File: src/rtl/cdq_pkg.sv
package cdq_pkg;

    // default build
    localparam int DEF_SLOT_COUNT = 16;
    localparam int DEF_DATA_WIDTH = 32;

    // fixed field widths
    localparam int OP_W       = 2;
    localparam int PUSH_VAL_W = 32;
    localparam int POP_VAL_W  = 32;
    localparam int STAT_W     = 2;
    localparam int CNT_W      = 4;
    localparam int QSIZE_W    = 5;
    localparam logic [QSIZE_W-1:0] QSIZE_RESET = 5'd16;

    // m_tdata: pop_value, status, element_count, is_empty, is_full, padded to bytes
    localparam int M_FIELDS_W = POP_VAL_W + STAT_W + CNT_W + 2;
    localparam int M_DATA_W   = ((M_FIELDS_W + 7) / 8) * 8;

    typedef enum logic [OP_W-1:0] {
        OP_PUSH_FRONT,
        OP_PUSH_BACK,
        OP_POP_FRONT,
        OP_POP_BACK
    } op_t;

    typedef enum logic [STAT_W-1:0] {
        STAT_DONE,
        STAT_OVERFLOW,
        STAT_UNDERFLOW
    } stat_t;

    typedef enum logic {
        CS_IDLE,
        CS_READ
    } ctrl_state_t;

    // controller -> datapath
    typedef struct packed {
        logic accept;    // take the item on the slave side this cycle
        logic load_pop;  // registered slot read is ready, complete the pop
    } ctrl_cmd_t;

    // datapath -> controller
    typedef struct packed {
        logic pop_ok;    // item at the slave side is a pop on a non-empty queue
        logic out_free;  // output register empty or being taken
    } dp_stat_t;

endpackage

File: src/rtl/cdq_ctrl.sv
module cdq_ctrl (
    input  logic               aclk,
    input  logic               aresetn,
    input  logic               s_tvalid,
    output logic               s_tready,
    input  cdq_pkg::dp_stat_t  stat,
    output cdq_pkg::ctrl_cmd_t cmd
);
    import cdq_pkg::*;

    ctrl_state_t state_reg;
    ctrl_state_t state_next;

    always_ff @(posedge aclk) begin
        if (!aresetn) begin
            state_reg <= CS_IDLE;
        end else begin
            state_reg <= state_next;
        end
    end

    always_comb begin
        state_next   = state_reg;
        s_tready     = 1'b0;
        cmd.accept   = 1'b0;
        cmd.load_pop = 1'b0;
        unique case (state_reg)
            CS_IDLE: begin
                s_tready   = stat.out_free;
                cmd.accept = stat.out_free && s_tvalid;
                if (cmd.accept && stat.pop_ok) begin
                    state_next = CS_READ;
                end
            end
            CS_READ: begin
                // slot data arrives from the registered read
                cmd.load_pop = 1'b1;
                state_next   = CS_IDLE;
            end
            default: begin
                state_next = CS_IDLE;
            end
        endcase
    end

endmodule

File: src/rtl/cdq_dpath.sv
module cdq_dpath #(
    parameter int SLOT_COUNT = cdq_pkg::DEF_SLOT_COUNT,
    parameter int DATA_WIDTH = cdq_pkg::DEF_DATA_WIDTH
) (
    input  logic                           aclk,
    input  logic                           aresetn,
    input  logic [cdq_pkg::OP_W-1:0]       s_tuser,
    input  logic [cdq_pkg::PUSH_VAL_W-1:0] s_tdata,
    output logic                           m_tvalid,
    input  logic                           m_tready,
    output logic [cdq_pkg::M_DATA_W-1:0]   m_tdata,
    input  logic                           cfg_valid,
    output logic                           cfg_ready,
    input  logic [cdq_pkg::QSIZE_W-1:0]    cfg_data,
    input  cdq_pkg::ctrl_cmd_t             cmd,
    output cdq_pkg::dp_stat_t              stat
);
    import cdq_pkg::*;

    localparam int IW = $clog2(SLOT_COUNT);
    localparam int NW = $clog2(SLOT_COUNT + 1);
    localparam int QW = (NW > QSIZE_W) ? NW : QSIZE_W;

    logic [DATA_WIDTH-1:0] mem [SLOT_COUNT];
    logic [DATA_WIDTH-1:0] rd_data_reg;

    logic [QSIZE_W-1:0] qsize_reg;
    logic [IW-1:0]      front_reg, front_next;
    logic [IW-1:0]      back_reg, back_next;

    logic                 out_valid_reg, out_valid_next;
    logic [POP_VAL_W-1:0] out_pop_reg;
    stat_t                out_stat_reg;
    logic [CNT_W-1:0]     out_cnt_reg;
    logic                 out_empty_reg;
    logic                 out_full_reg;

    logic [QW-1:0] qs_w;
    logic [NW-1:0] n_slots;
    op_t           op;
    logic          q_full, q_empty;
    logic          fault;
    stat_t         res_stat;
    logic          wr_en;
    logic [IW-1:0] wr_addr, rd_addr;
    logic [DATA_WIDTH-1:0] wr_data;
    logic [NW:0]   diff;
    logic [CNT_W-1:0] res_cnt;
    logic          res_empty, res_full;

    function automatic logic [IW-1:0] step_up(input logic [IW-1:0] i, input logic [NW-1:0] n);
        if (NW'(i) == n - NW'(1)) begin
            return '0;
        end
        return i + IW'(1);
    endfunction

    function automatic logic [IW-1:0] step_down(input logic [IW-1:0] i,
                                                input logic [NW-1:0] n);
        if (i == '0) begin
            return IW'(n - NW'(1));
        end
        return i - IW'(1);
    endfunction

    // slots in use, clamped to 2..SLOT_COUNT
    always_comb begin
        qs_w = QW'(qsize_reg);
        if (qs_w < QW'(2)) begin
            n_slots = NW'(2);
        end else if (qs_w > QW'(SLOT_COUNT)) begin
            n_slots = NW'(SLOT_COUNT);
        end else begin
            n_slots = NW'(qs_w);
        end
    end

    assign op      = op_t'(s_tuser);
    assign q_full  = (step_up(back_reg, n_slots) == front_reg);
    assign q_empty = (back_reg == front_reg);
    assign wr_data = DATA_WIDTH'(s_tdata);

    always_comb begin
        front_next = front_reg;
        back_next  = back_reg;
        wr_en      = 1'b0;
        wr_addr    = front_reg;
        rd_addr    = back_reg;
        fault      = 1'b0;
        res_stat   = STAT_DONE;
        unique case (op)
            OP_PUSH_FRONT: begin
                fault   = q_full;
                wr_addr = front_reg;
                if (!q_full) begin
                    wr_en      = cmd.accept;
                    front_next = step_down(front_reg, n_slots);
                end
            end
            OP_PUSH_BACK: begin
                fault   = q_full;
                wr_addr = step_up(back_reg, n_slots);
                if (!q_full) begin
                    wr_en     = cmd.accept;
                    back_next = wr_addr;
                end
            end
            OP_POP_FRONT: begin
                fault   = q_empty;
                rd_addr = step_up(front_reg, n_slots);
                if (!q_empty) begin
                    front_next = rd_addr;
                end
            end
            OP_POP_BACK: begin
                fault   = q_empty;
                rd_addr = back_reg;
                if (!q_empty) begin
                    back_next = step_down(back_reg, n_slots);
                end
            end
            default: begin
                fault = 1'b0;
            end
        endcase
        if (fault) begin
            res_stat = (op == OP_PUSH_FRONT || op == OP_PUSH_BACK) ? STAT_OVERFLOW
                                                                   : STAT_UNDERFLOW;
        end
    end

    // occupancy after the operation
    always_comb begin
        diff = (NW+1)'(back_next) + (NW+1)'(n_slots) - (NW+1)'(front_next);
        if (diff >= (NW+1)'(n_slots)) begin
            diff = diff - (NW+1)'(n_slots);
        end
        res_cnt   = CNT_W'(diff);
        res_empty = (back_next == front_next);
        res_full  = (step_up(back_next, n_slots) == front_next);
    end

    assign stat.pop_ok   = (op == OP_POP_FRONT || op == OP_POP_BACK) && !q_empty;
    assign stat.out_free = !out_valid_reg || m_tready;
    assign cfg_ready     = 1'b1;

    // slot store, registered read
    always_ff @(posedge aclk) begin
        if (wr_en) begin
            mem[wr_addr] <= wr_data;
        end
        rd_data_reg <= mem[rd_addr];
    end

    always_ff @(posedge aclk) begin
        if (!aresetn) begin
            qsize_reg <= QSIZE_RESET;
            front_reg <= '0;
            back_reg  <= '0;
        end else if (cfg_valid) begin
            qsize_reg <= cfg_data;
            front_reg <= '0;
            back_reg  <= '0;
        end else if (cmd.accept) begin
            front_reg <= front_next;
            back_reg  <= back_next;
        end
    end

    always_comb begin
        out_valid_next = out_valid_reg;
        if (out_valid_reg && m_tready) begin
            out_valid_next = 1'b0;
        end
        if ((cmd.accept && !stat.pop_ok) || cmd.load_pop) begin
            out_valid_next = 1'b1;
        end
    end

    always_ff @(posedge aclk) begin
        if (!aresetn) begin
            out_valid_reg <= 1'b0;
        end else begin
            out_valid_reg <= out_valid_next;
        end
    end

    always_ff @(posedge aclk) begin
        if (cmd.accept) begin
            out_pop_reg   <= '0;
            out_stat_reg  <= res_stat;
            out_cnt_reg   <= res_cnt;
            out_empty_reg <= res_empty;
            out_full_reg  <= res_full;
        end else if (cmd.load_pop) begin
            out_pop_reg <= POP_VAL_W'(rd_data_reg);
        end
    end

    assign m_tvalid = out_valid_reg;
    assign m_tdata  = M_DATA_W'({out_full_reg, out_empty_reg, out_cnt_reg,
                                 out_stat_reg, out_pop_reg});

    a_index_range: assert property (@(posedge aclk) disable iff (!aresetn)
        (NW'(front_reg) < n_slots) && (NW'(back_reg) < n_slots))
        else $error("deque index outside slots in use");

    a_no_overwrite: assert property (@(posedge aclk) disable iff (!aresetn)
        cmd.accept |-> (!out_valid_reg || m_tready))
        else $error("item accepted while result register blocked");

    a_pop_completes: assert property (@(posedge aclk) disable iff (!aresetn)
        (cmd.accept && stat.pop_ok) |=> (cmd.load_pop && !out_valid_reg))
        else $error("pop did not complete in the following cycle");

    a_fault_zero: assert property (@(posedge aclk) disable iff (!aresetn)
        (out_valid_reg && out_stat_reg != STAT_DONE) |-> (out_pop_reg == '0))
        else $error("faulted operation returned a value");

endmodule

File: src/rtl/circular_deque.sv
// A push or a faulted operation shows its result item in the cycle after acceptance;
//   a successful pop shows it after the registered slot store read, loaded in CS_READ.
// Throughput: pushes and faults 1 item per cycle, pops stall input during the slot read.
//   A waiting result does not block the next item while m_tready is high.
// Reset (aresetn low, synchronous): queue emptied, queue_size back to 16, output valid cleared;
//   slot store contents are not cleared. A queue_size write also empties the queue.
module circular_deque #(
    parameter int SLOT_COUNT = cdq_pkg::DEF_SLOT_COUNT,
    parameter int DATA_WIDTH = cdq_pkg::DEF_DATA_WIDTH
) (
    input  logic                           aclk,
    input  logic                           aresetn,
    // input items
    input  logic                           s_tvalid,
    output logic                           s_tready,
    input  logic [cdq_pkg::PUSH_VAL_W-1:0] s_tdata,   // [31:0] push_value
    input  logic [cdq_pkg::OP_W-1:0]       s_tuser,   // [1:0] operation
    // result items
    output logic                           m_tvalid,
    input  logic                           m_tready,
    // [31:0] pop_value, [33:32] status, [37:34] element_count,
    // [38] is_empty, [39] is_full
    output logic [cdq_pkg::M_DATA_W-1:0]   m_tdata,
    // queue_size register write
    input  logic                           cfg_valid,
    output logic                           cfg_ready,
    input  logic [cdq_pkg::QSIZE_W-1:0]    cfg_data
);
    import cdq_pkg::*;

    ctrl_cmd_t cmd;
    dp_stat_t  stat;

    // Controller: accepts an item when the result register is free, and
    // holds a pop in the CS_READ state while the slot read completes.
    cdq_ctrl u_ctrl (
        .aclk     (aclk),
        .aresetn  (aresetn),
        .s_tvalid (s_tvalid),
        .s_tready (s_tready),
        .stat     (stat),
        .cmd      (cmd)
    );

    // Datapath: front/back indices with wrap, slot store, result register.
    cdq_dpath #(
        .SLOT_COUNT (SLOT_COUNT),
        .DATA_WIDTH (DATA_WIDTH)
    ) u_dpath (
        .aclk      (aclk),
        .aresetn   (aresetn),
        .s_tuser   (s_tuser),
        .s_tdata   (s_tdata),
        .m_tvalid  (m_tvalid),
        .m_tready  (m_tready),
        .m_tdata   (m_tdata),
        .cfg_valid (cfg_valid),
        .cfg_ready (cfg_ready),
        .cfg_data  (cfg_data),
        .cmd       (cmd),
        .stat      (stat)
    );

endmodule
File: config.mk
export PLATFORM = sky130hd
export DESIGN_NAME = circular_deque
export DESIGN_NICKNAME = d
export VERILOG_FILES = /design/src/rtl/cdq_pkg.sv /design/src/rtl/cdq_ctrl.sv /design/src/rtl/cdq_dpath.sv /design/src/rtl/circular_deque.sv
export SDC_FILE = /design/constraint.sdc
export NUM_CORES = 1
export LEC_CHECK = 0
export ABC_AREA = 1
export BUFFER_PORTS_ARGS = -buffer_cell sky130_fd_sc_hd__buf_2
export CELL_PAD_IN_SITES_DETAIL_PLACEMENT = 1
export CELL_PAD_IN_SITES_GLOBAL_PLACEMENT = 2
export CORE_ASPECT_RATIO = 1.75
export CORE_MARGIN = 5
export CORE_UTILIZATION = 39
export DETAILED_ROUTE_END_ITERATION = 7
export HOLD_SLACK_MARGIN = 0.12
export PLACE_DENSITY_LB_ADDON = 0.1
export SLEW_MARGIN = 10
export SYNTH_ARGS = -nofsm -noshare
export SYNTH_HDL_FRONTEND = slang
export SYNTH_SLANG_ARGS = --single-unit
File: constraint.sdc
create_clock -name aclk -period 11.2 [get_ports aclk]
set_input_delay 1.68 -clock aclk [delete_from_list [all_inputs] [get_ports aclk]]
set_output_delay 1.68 -clock aclk [all_outputs]
set_load 0.005 [all_outputs]
After elaboration in Yosys (flattened, before gate mapping)
Memory sizes are Yosys's and may differ from the RTL's. A register that Yosys moved wholly into a read port is not among the register bits. Cells that the tools add are included.

Memories: 1. Flip-flop bits (word level): 55. Output and inout bits: 43. Bits in writable memories: 512.

Add/subtract/negate cells: 9. Magnitude comparators: 3. Equal/unequal tests: 10. Bitwise gates (word level): 2. Mux-type cells: 46. Reduce and logical (&&, ||, !) cells: 19.

Memory list: u_dpath.mem (depth 16, width 32, rd ports 1, clocked after memory_dff 1, wr ports 1, RTL line cdq_dpath.sv:24) `logic [DATA_WIDTH-1:0] mem [SLOT_COUNT];`.

Operator list (number): 4-bit two-way mux (18); 1-bit two-way mux (21); 4-bit == test (4); 4-bit case mux with 2 select lines (2); 4-bit by 5-bit == test with 1-bit output (3); 4-bit by 1-bit adder with 4-bit output, second input constant (3); 5-bit two-way mux (2); 4-bit zero test (2); 4-bit by 1-bit subtractor with 4-bit output, second input constant (2); 4-bit by 5-bit adder with 6-bit output (1); 6-bit by 5-bit greater-or-equal comparator with 1-bit output (1); 2-bit OR reduction (3); 6-bit by 4-bit subtractor with 6-bit output (1); 5-bit greater-than comparator, second input constant (1); 1-bit logical AND (5); 5-bit by 2-bit less-than comparator with 1-bit output, second input constant (1); 5-bit by 1-bit subtractor with 5-bit output, second input constant (1); 2-bit == test, second input constant (2); 1-bit logical OR (4); 1-bit case mux with 2 select lines (2); 4-bit subtractor (1); 1-bit zero test (3); 2-bit by 1-bit == test with 1-bit output, second input constant (1); 2-bit zero test (1); 3 further kinds (4).

Longest topological paths before layout
Word-level depth: 16. Mapped depth: 35. Depth with buffers taken out: 34.

Modules after synthesis
From an unflattened synthesis, not the netlist that was laid out.

Cells, all modules: 2225. Area, all modules: 25147.9 um2.

Modules (own cells, without submodules): cdq_dpath (sequential area each 17176.5 um2, area each 25089.1 um2, instances 1, cells an instance 2215); cdq_ctrl (sequential area each 20.0 um2, area each 58.8 um2, instances 1, cells an instance 10).

Least setup slack after synthesis
Ideal clock, no wire load.

Path type: input-to-reg. From: input port s_tuser[0] (netlist bit). To: memory u_dpath.mem[15][0] (netlist bit), enable pin. Required time: 10699 ps. Stages: 7. Buffers on the path: 2. Arrival time: 6091 ps. Path slack: 4607 ps. Setup time: 501 ps. Cells stage by stage: clkbuf_1 > inv_1 > nor2_1 > buf_2 > o21ai_0 > or2_2 > nor4_1.

Cells in the longest elaborated chain, start to end: 5. Elaborated cells between the ends (all ways): 7.

RTL lines: from (decl) (RTL line circular_deque.sv:17) `input logic [cdq_pkg::OP_W-1:0] s_tuser,`; 2-bit by 1-bit == test with 1-bit output or 2-bit zero test (tied branches) (RTL line cdq_dpath.sv:91) `unique case (op)`; 2-bit OR reduction (no source line); 1-bit two-way mux; 1-bit two-way mux (RTL line cdq_dpath.sv:149) `if (wr_en) begin`; 1-bit two-way mux (implied by the code) (RTL line cdq_dpath.sv:150) `mem[wr_addr] <= wr_data;`; to (decl) (RTL line cdq_dpath.sv:24).

Several ways; a longest one is shown, not always the timed one.

Final worst setup path
From: register u_dpath.qsize_reg[4], in the netlist u_dpath.qs_w[4]. To: register u_dpath.out_cnt_reg[1] (data pin).

Cells in the longest elaborated chain, start to end: 14. Elaborated cells between the ends (all ways): 30.

RTL lines: from (decl) (RTL line cdq_dpath.sv:27) `logic [QSIZE_W-1:0] qsize_reg;`; from (signal assigned) (RTL line cdq_dpath.sv:161) `qsize_reg <= cfg_data;`; 5-bit greater-than comparator (RTL line cdq_dpath.sv:71) `end else if (qs_w > QW'(SLOT_COUNT)) begin`; 5-bit two-way mux (RTL line cdq_dpath.sv:71); 5-bit two-way mux (*) (RTL line cdq_dpath.sv:69) `if (qs_w < QW'(2)) begin`; 5-bit by 1-bit subtractor with 5-bit output (RTL line cdq_dpath.sv:52) `if (NW'(i) == n - NW'(1)) begin`; 4-bit by 5-bit == test with 1-bit output (RTL line cdq_dpath.sv:52); 1-bit two-way mux (RTL line cdq_dpath.sv:52); 4-bit two-way mux or 1-bit two-way mux (tied branches) (RTL line cdq_dpath.sv:55, cdq_dpath.sv:91); 4-bit == test or 4-bit two-way mux (tied branches) (RTL line cdq_dpath.sv:79, cdq_dpath.sv:55); 4-bit two-way mux (RTL line cdq_dpath.sv:103) `if (!q_full) begin`; 4-bit case mux with 2 select lines (RTL line cdq_dpath.sv:91); 4-bit by 5-bit adder with 6-bit output (RTL line cdq_dpath.sv:134) `diff = (NW+1)'(back_next) + (NW+1)'(n_slots) - (NW+1)'(front_next);`; 6-bit by 4-bit subtractor with 6-bit output (RTL line cdq_dpath.sv:134); 6-bit by 5-bit greater-or-equal comparator with 1-bit output or 4-bit subtractor (tied branches) (RTL line cdq_dpath.sv:135, cdq_dpath.sv:136); 4-bit two-way mux (*) (RTL line cdq_dpath.sv:135) `if (diff >= (NW+1)'(n_slots)) begin`; net u_dpath.diff[1] (RTL line cdq_dpath.sv:47) `logic [NW:0] diff;`; to (signal assigned) (RTL line cdq_dpath.sv:192) `out_cnt_reg <= res_cnt;`; to (decl) (RTL line cdq_dpath.sv:34) `logic [CNT_W-1:0] out_cnt_reg;`.

The timed path passes the listed nets; every way through them passes the cells marked *. The select of a mux whose other input is x is not followed. A chain may end at the register's enable or synchronous reset.

==> run summary <==
number of buffers added to fix hold violations after cts: 0
overflow left after global routing: 0
Final Critical Period: 6830 ps
count of final setup violators: 0
count of filler cells inserted in the layout: 6,868
effective utilization at floorplan: 39.3%
CTS Root Buffer Type: clkbuf_16
number of antenna violations at the first check in global routing: 5
number of setup buffers added after CTS: 0
die width: 202 um
kind of path behind the tightest hold check: reg -> reg
area grow syn2layout: 12.3%
number of DRC markers in iteration 0: 829
crit path kind: reg -> reg
top flip-flop cell by instance count after synthesis: edfxtp_1
Critical Path RT: 11,560 ps
count of instances resized after the clock tree is built: 0
commonest non-fill, non-tap cells in the layout: edfxtp_1, inv_1, nand2_1, a21oi_1, o21ai_0
largest cells by area after synthesis: edfxtp_1, dfxtp_1, inv_1, nand2_1, a21oi_1
Critical R2R Launch: u_dpath.qs_w[4]$_SDFFE_PN1P_
nets: 2,330
crit path capture type: flop
number of nets with antenna violations after detailed routing: 0
count of mapped cells out of synthesis: 2,220
fraction of registers with async set or reset after synthesis: 0%
most frequent standard cell in the layout excluding fill and tap cells: edfxtp_1
unique cell type count in the Yosys netlist: 42
wire length per cell: 23.0 um
Net Count, Synth: 2,285
floorplan row count: 123
final weighted congestion of routability-driven global placement: 0.858
Floorplan Core Area: 64,200 sq um
combined area of all synthesized cells: 25,200 sq um
warnings from Yosys: 0
kind of start point of the critical path: flop
worst endpoint data arrival time: 7190 ps
status: finished, final reports clean
headroom to the max-slew limit: 20.9%
total die area: 70,100 sq um
worst setup path end: u_dpath.out_cnt_reg[1]$_DFFE_PP_
max-slew violations: 0
via count of the first global-routing pass: 17,200
TritonCTS clock tree: done
VDD IR max: 0.126 mV
total track usage: 20.2%
Hold Fails Final Rpt: 0
top cell type's share of synthesized area: 61.9%
maximum clock path buffer count: 3
clock slew at the register clock pins of the worst setup and hold paths: 60 ps
Worst Clk Skew: 15.8 ps
source-to-sink clock delay at the later pin of the worst-skew pair: 620 ps
worst-case setup slack after placement: 4390 ps
Worst Reg-to-Reg Cells: 30
count of vias placed by the detailed router: 16,600
pwr dens: 176 nW/um^2
worst stage delay on the critical path: 790 ps
Critical Path Slowest Stage Cell: a21boi_0
number of max-cap violations: 0
first element of the critical path: u_dpath.qs_w[4]$_SDFFE_PN1P_
Vias per Instance: 5.32
CTS HTree Levels: 2
fraction of final layout cells sized beyond drive strength 1: 11.8%
synthesized flop and latch total: 599
endpoint of the lowest-slack register-to-register path: u_dpath.out_cnt_reg[1]$_DFFE_PP_
TritonCTS Buffers: 56
RSZ-0062 raised after global routing: no
number of buffers added on ports: 85
number of clock sinks seen by CTS: 599
achievable clock frequency: 147 MHz
flop2flop setup slack: 4370 ps
max FFs per register: 512
count of pins on the block boundary: 87
cell type with the highest occurrence count on the critical path: nand2_1
maximum fanout encountered on the critical timing path: 14
dpl hpwl: 40.0 mm
sequential cell area fraction in the yosys report: 68.1%
average footprint of a synthesized cell: 11.4 sq um
total DRC errors in the routed layout: 0
period utilisation layout: 60.9%
die extent in y: 346 um
pin count of the biggest net entering global routing: 268
number of enable flip-flop cells after synthesis: 520
Post-Route Setup TNS: 0 ps
Total Wirelength: 72.0 mm
drt first pass iters: 5
leakage power figure: 11.0 nW
PnR worst setup slack: 4370 ps
transition time at the pin with the least slew margin: 1190 ps
hold wc startpoint: u_dpath.qs_w[0]$_SDFFE_PN0P_
global-route wire length before repair: 108 mm
dominant cell type by area after synthesis: edfxtp_1
-- worst min path at each step --
stage | depth (start not counted) | slack [ps] | to
finish | 2 | 490 | u_dpath.qs_w[0]$_SDFFE_PN0P_
detailed placement | 2 | 480 | u_dpath.qs_w[0]$_SDFFE_PN0P_
global route | 2 | 510 | u_dpath.qs_w[0]$_SDFFE_PN0P_
floorplan | 2 | 440 | u_dpath.qs_w[0]$_SDFFE_PN0P_
CTS | 2 | 490 | u_dpath.qs_w[0]$_SDFFE_PN0P_
global placement | 2 | 470 | u_dpath.qs_w[0]$_SDFFE_PN0P_
-- cell usage after synthesis, types with 2 or more instances --
library cell and count:
buf_1 18, inv_1 356, ha_1 16, o21ai_1 4, nor2_2 4, nand4_1 3, a21oi_1 204, o221ai_1 21
nor2_1 44, buf_4 4, nand2_1 287, a21boi_0 2, o22ai_1 2, xnor2_1 4, dfxtp_1 79, clkinv_1 4
o31ai_1 3, nand2_2 7, buf_2 35, nand3_2 3, fa_1 5, o21ai_0 198, nor3_1 7, or2_2 2
xor2_1 15, mux2_2 33, o211ai_1 89, inv_2 4, edfxtp_1 520, nand2_4 5, clkbuf_1 67, nand3_1 165
-- worst max-delay path: cells and delay by family (launching register included) --
kind                     cells  cell delay (ps)
adder cells (fa/ha/maj)      4             1660
XOR/XNOR                     1              170
multiplexers                 1              320
AND/OR/NAND/NOR             15             1890
flip-flops                   1              520
buffers and inverters        4              490
AO/OA/AOI/OAI                5             1540
-- logic make-up after synthesis --
logic type                 share of synthesized area (%)
buffers and inverters                               7.49
and+or+nand+nor                                     9.19
muxes                                               1.47
AOI/OAI and AO/OA                                   11.8
adders and majority gates                           1.19
DFF                                                 68.1
xor gates and xnor gates                           0.659
other                                             0.0149
-- cell type report --
cell class,instances,area [sq um],share of cell area [%]
diodes,2,5.00,0.0177
clock buffers,79,1560,5.51
clock inverters,27,221,0.782
inverters,364,1370,4.84
multi-input cells,1133,6300,22.2
flip-flops and latches,599,17200,60.7
well taps,812,1020,3.59
repair buffers,111,658,2.32
-- layer usage --
metal  global-route usage, %  wire [um]
met5                       0          7
met2                    37.6      38300
met3                    2.50       2280
met1                    24.1      29300
met4                    6.28       2170
-- where the power goes --
group          internal, mW  switching [mW]  total (mW)  leakage (nW)
Clock                  1.04           0.844        1.89         0.865
Sequential             2.49          0.0376        2.53          5.34
Combinational         0.181           0.392       0.572          4.77
-- metrics by stage --
step | area [sq um] | hold WS [ps] | std cells | total power [mW] | util, %
final | 28300 | 486 | 3127 | 4.99 | 44.1
after global routing | 28300 | 512 | 3125 | 5.20 | 44.1
after CTS | 28300 | 491 | 3125 | 5.06 | 44.1
after detailed placement | 26500 | 478 | 3019 | 3.16 | 41.4
after global placement | 26500 | 471 | 3019 | 3.14 | 41.4
after floorplan | 25200 | 444 | 2220 | 2.93 | -
Note: power is estimated with default switching activity, not from simulation.
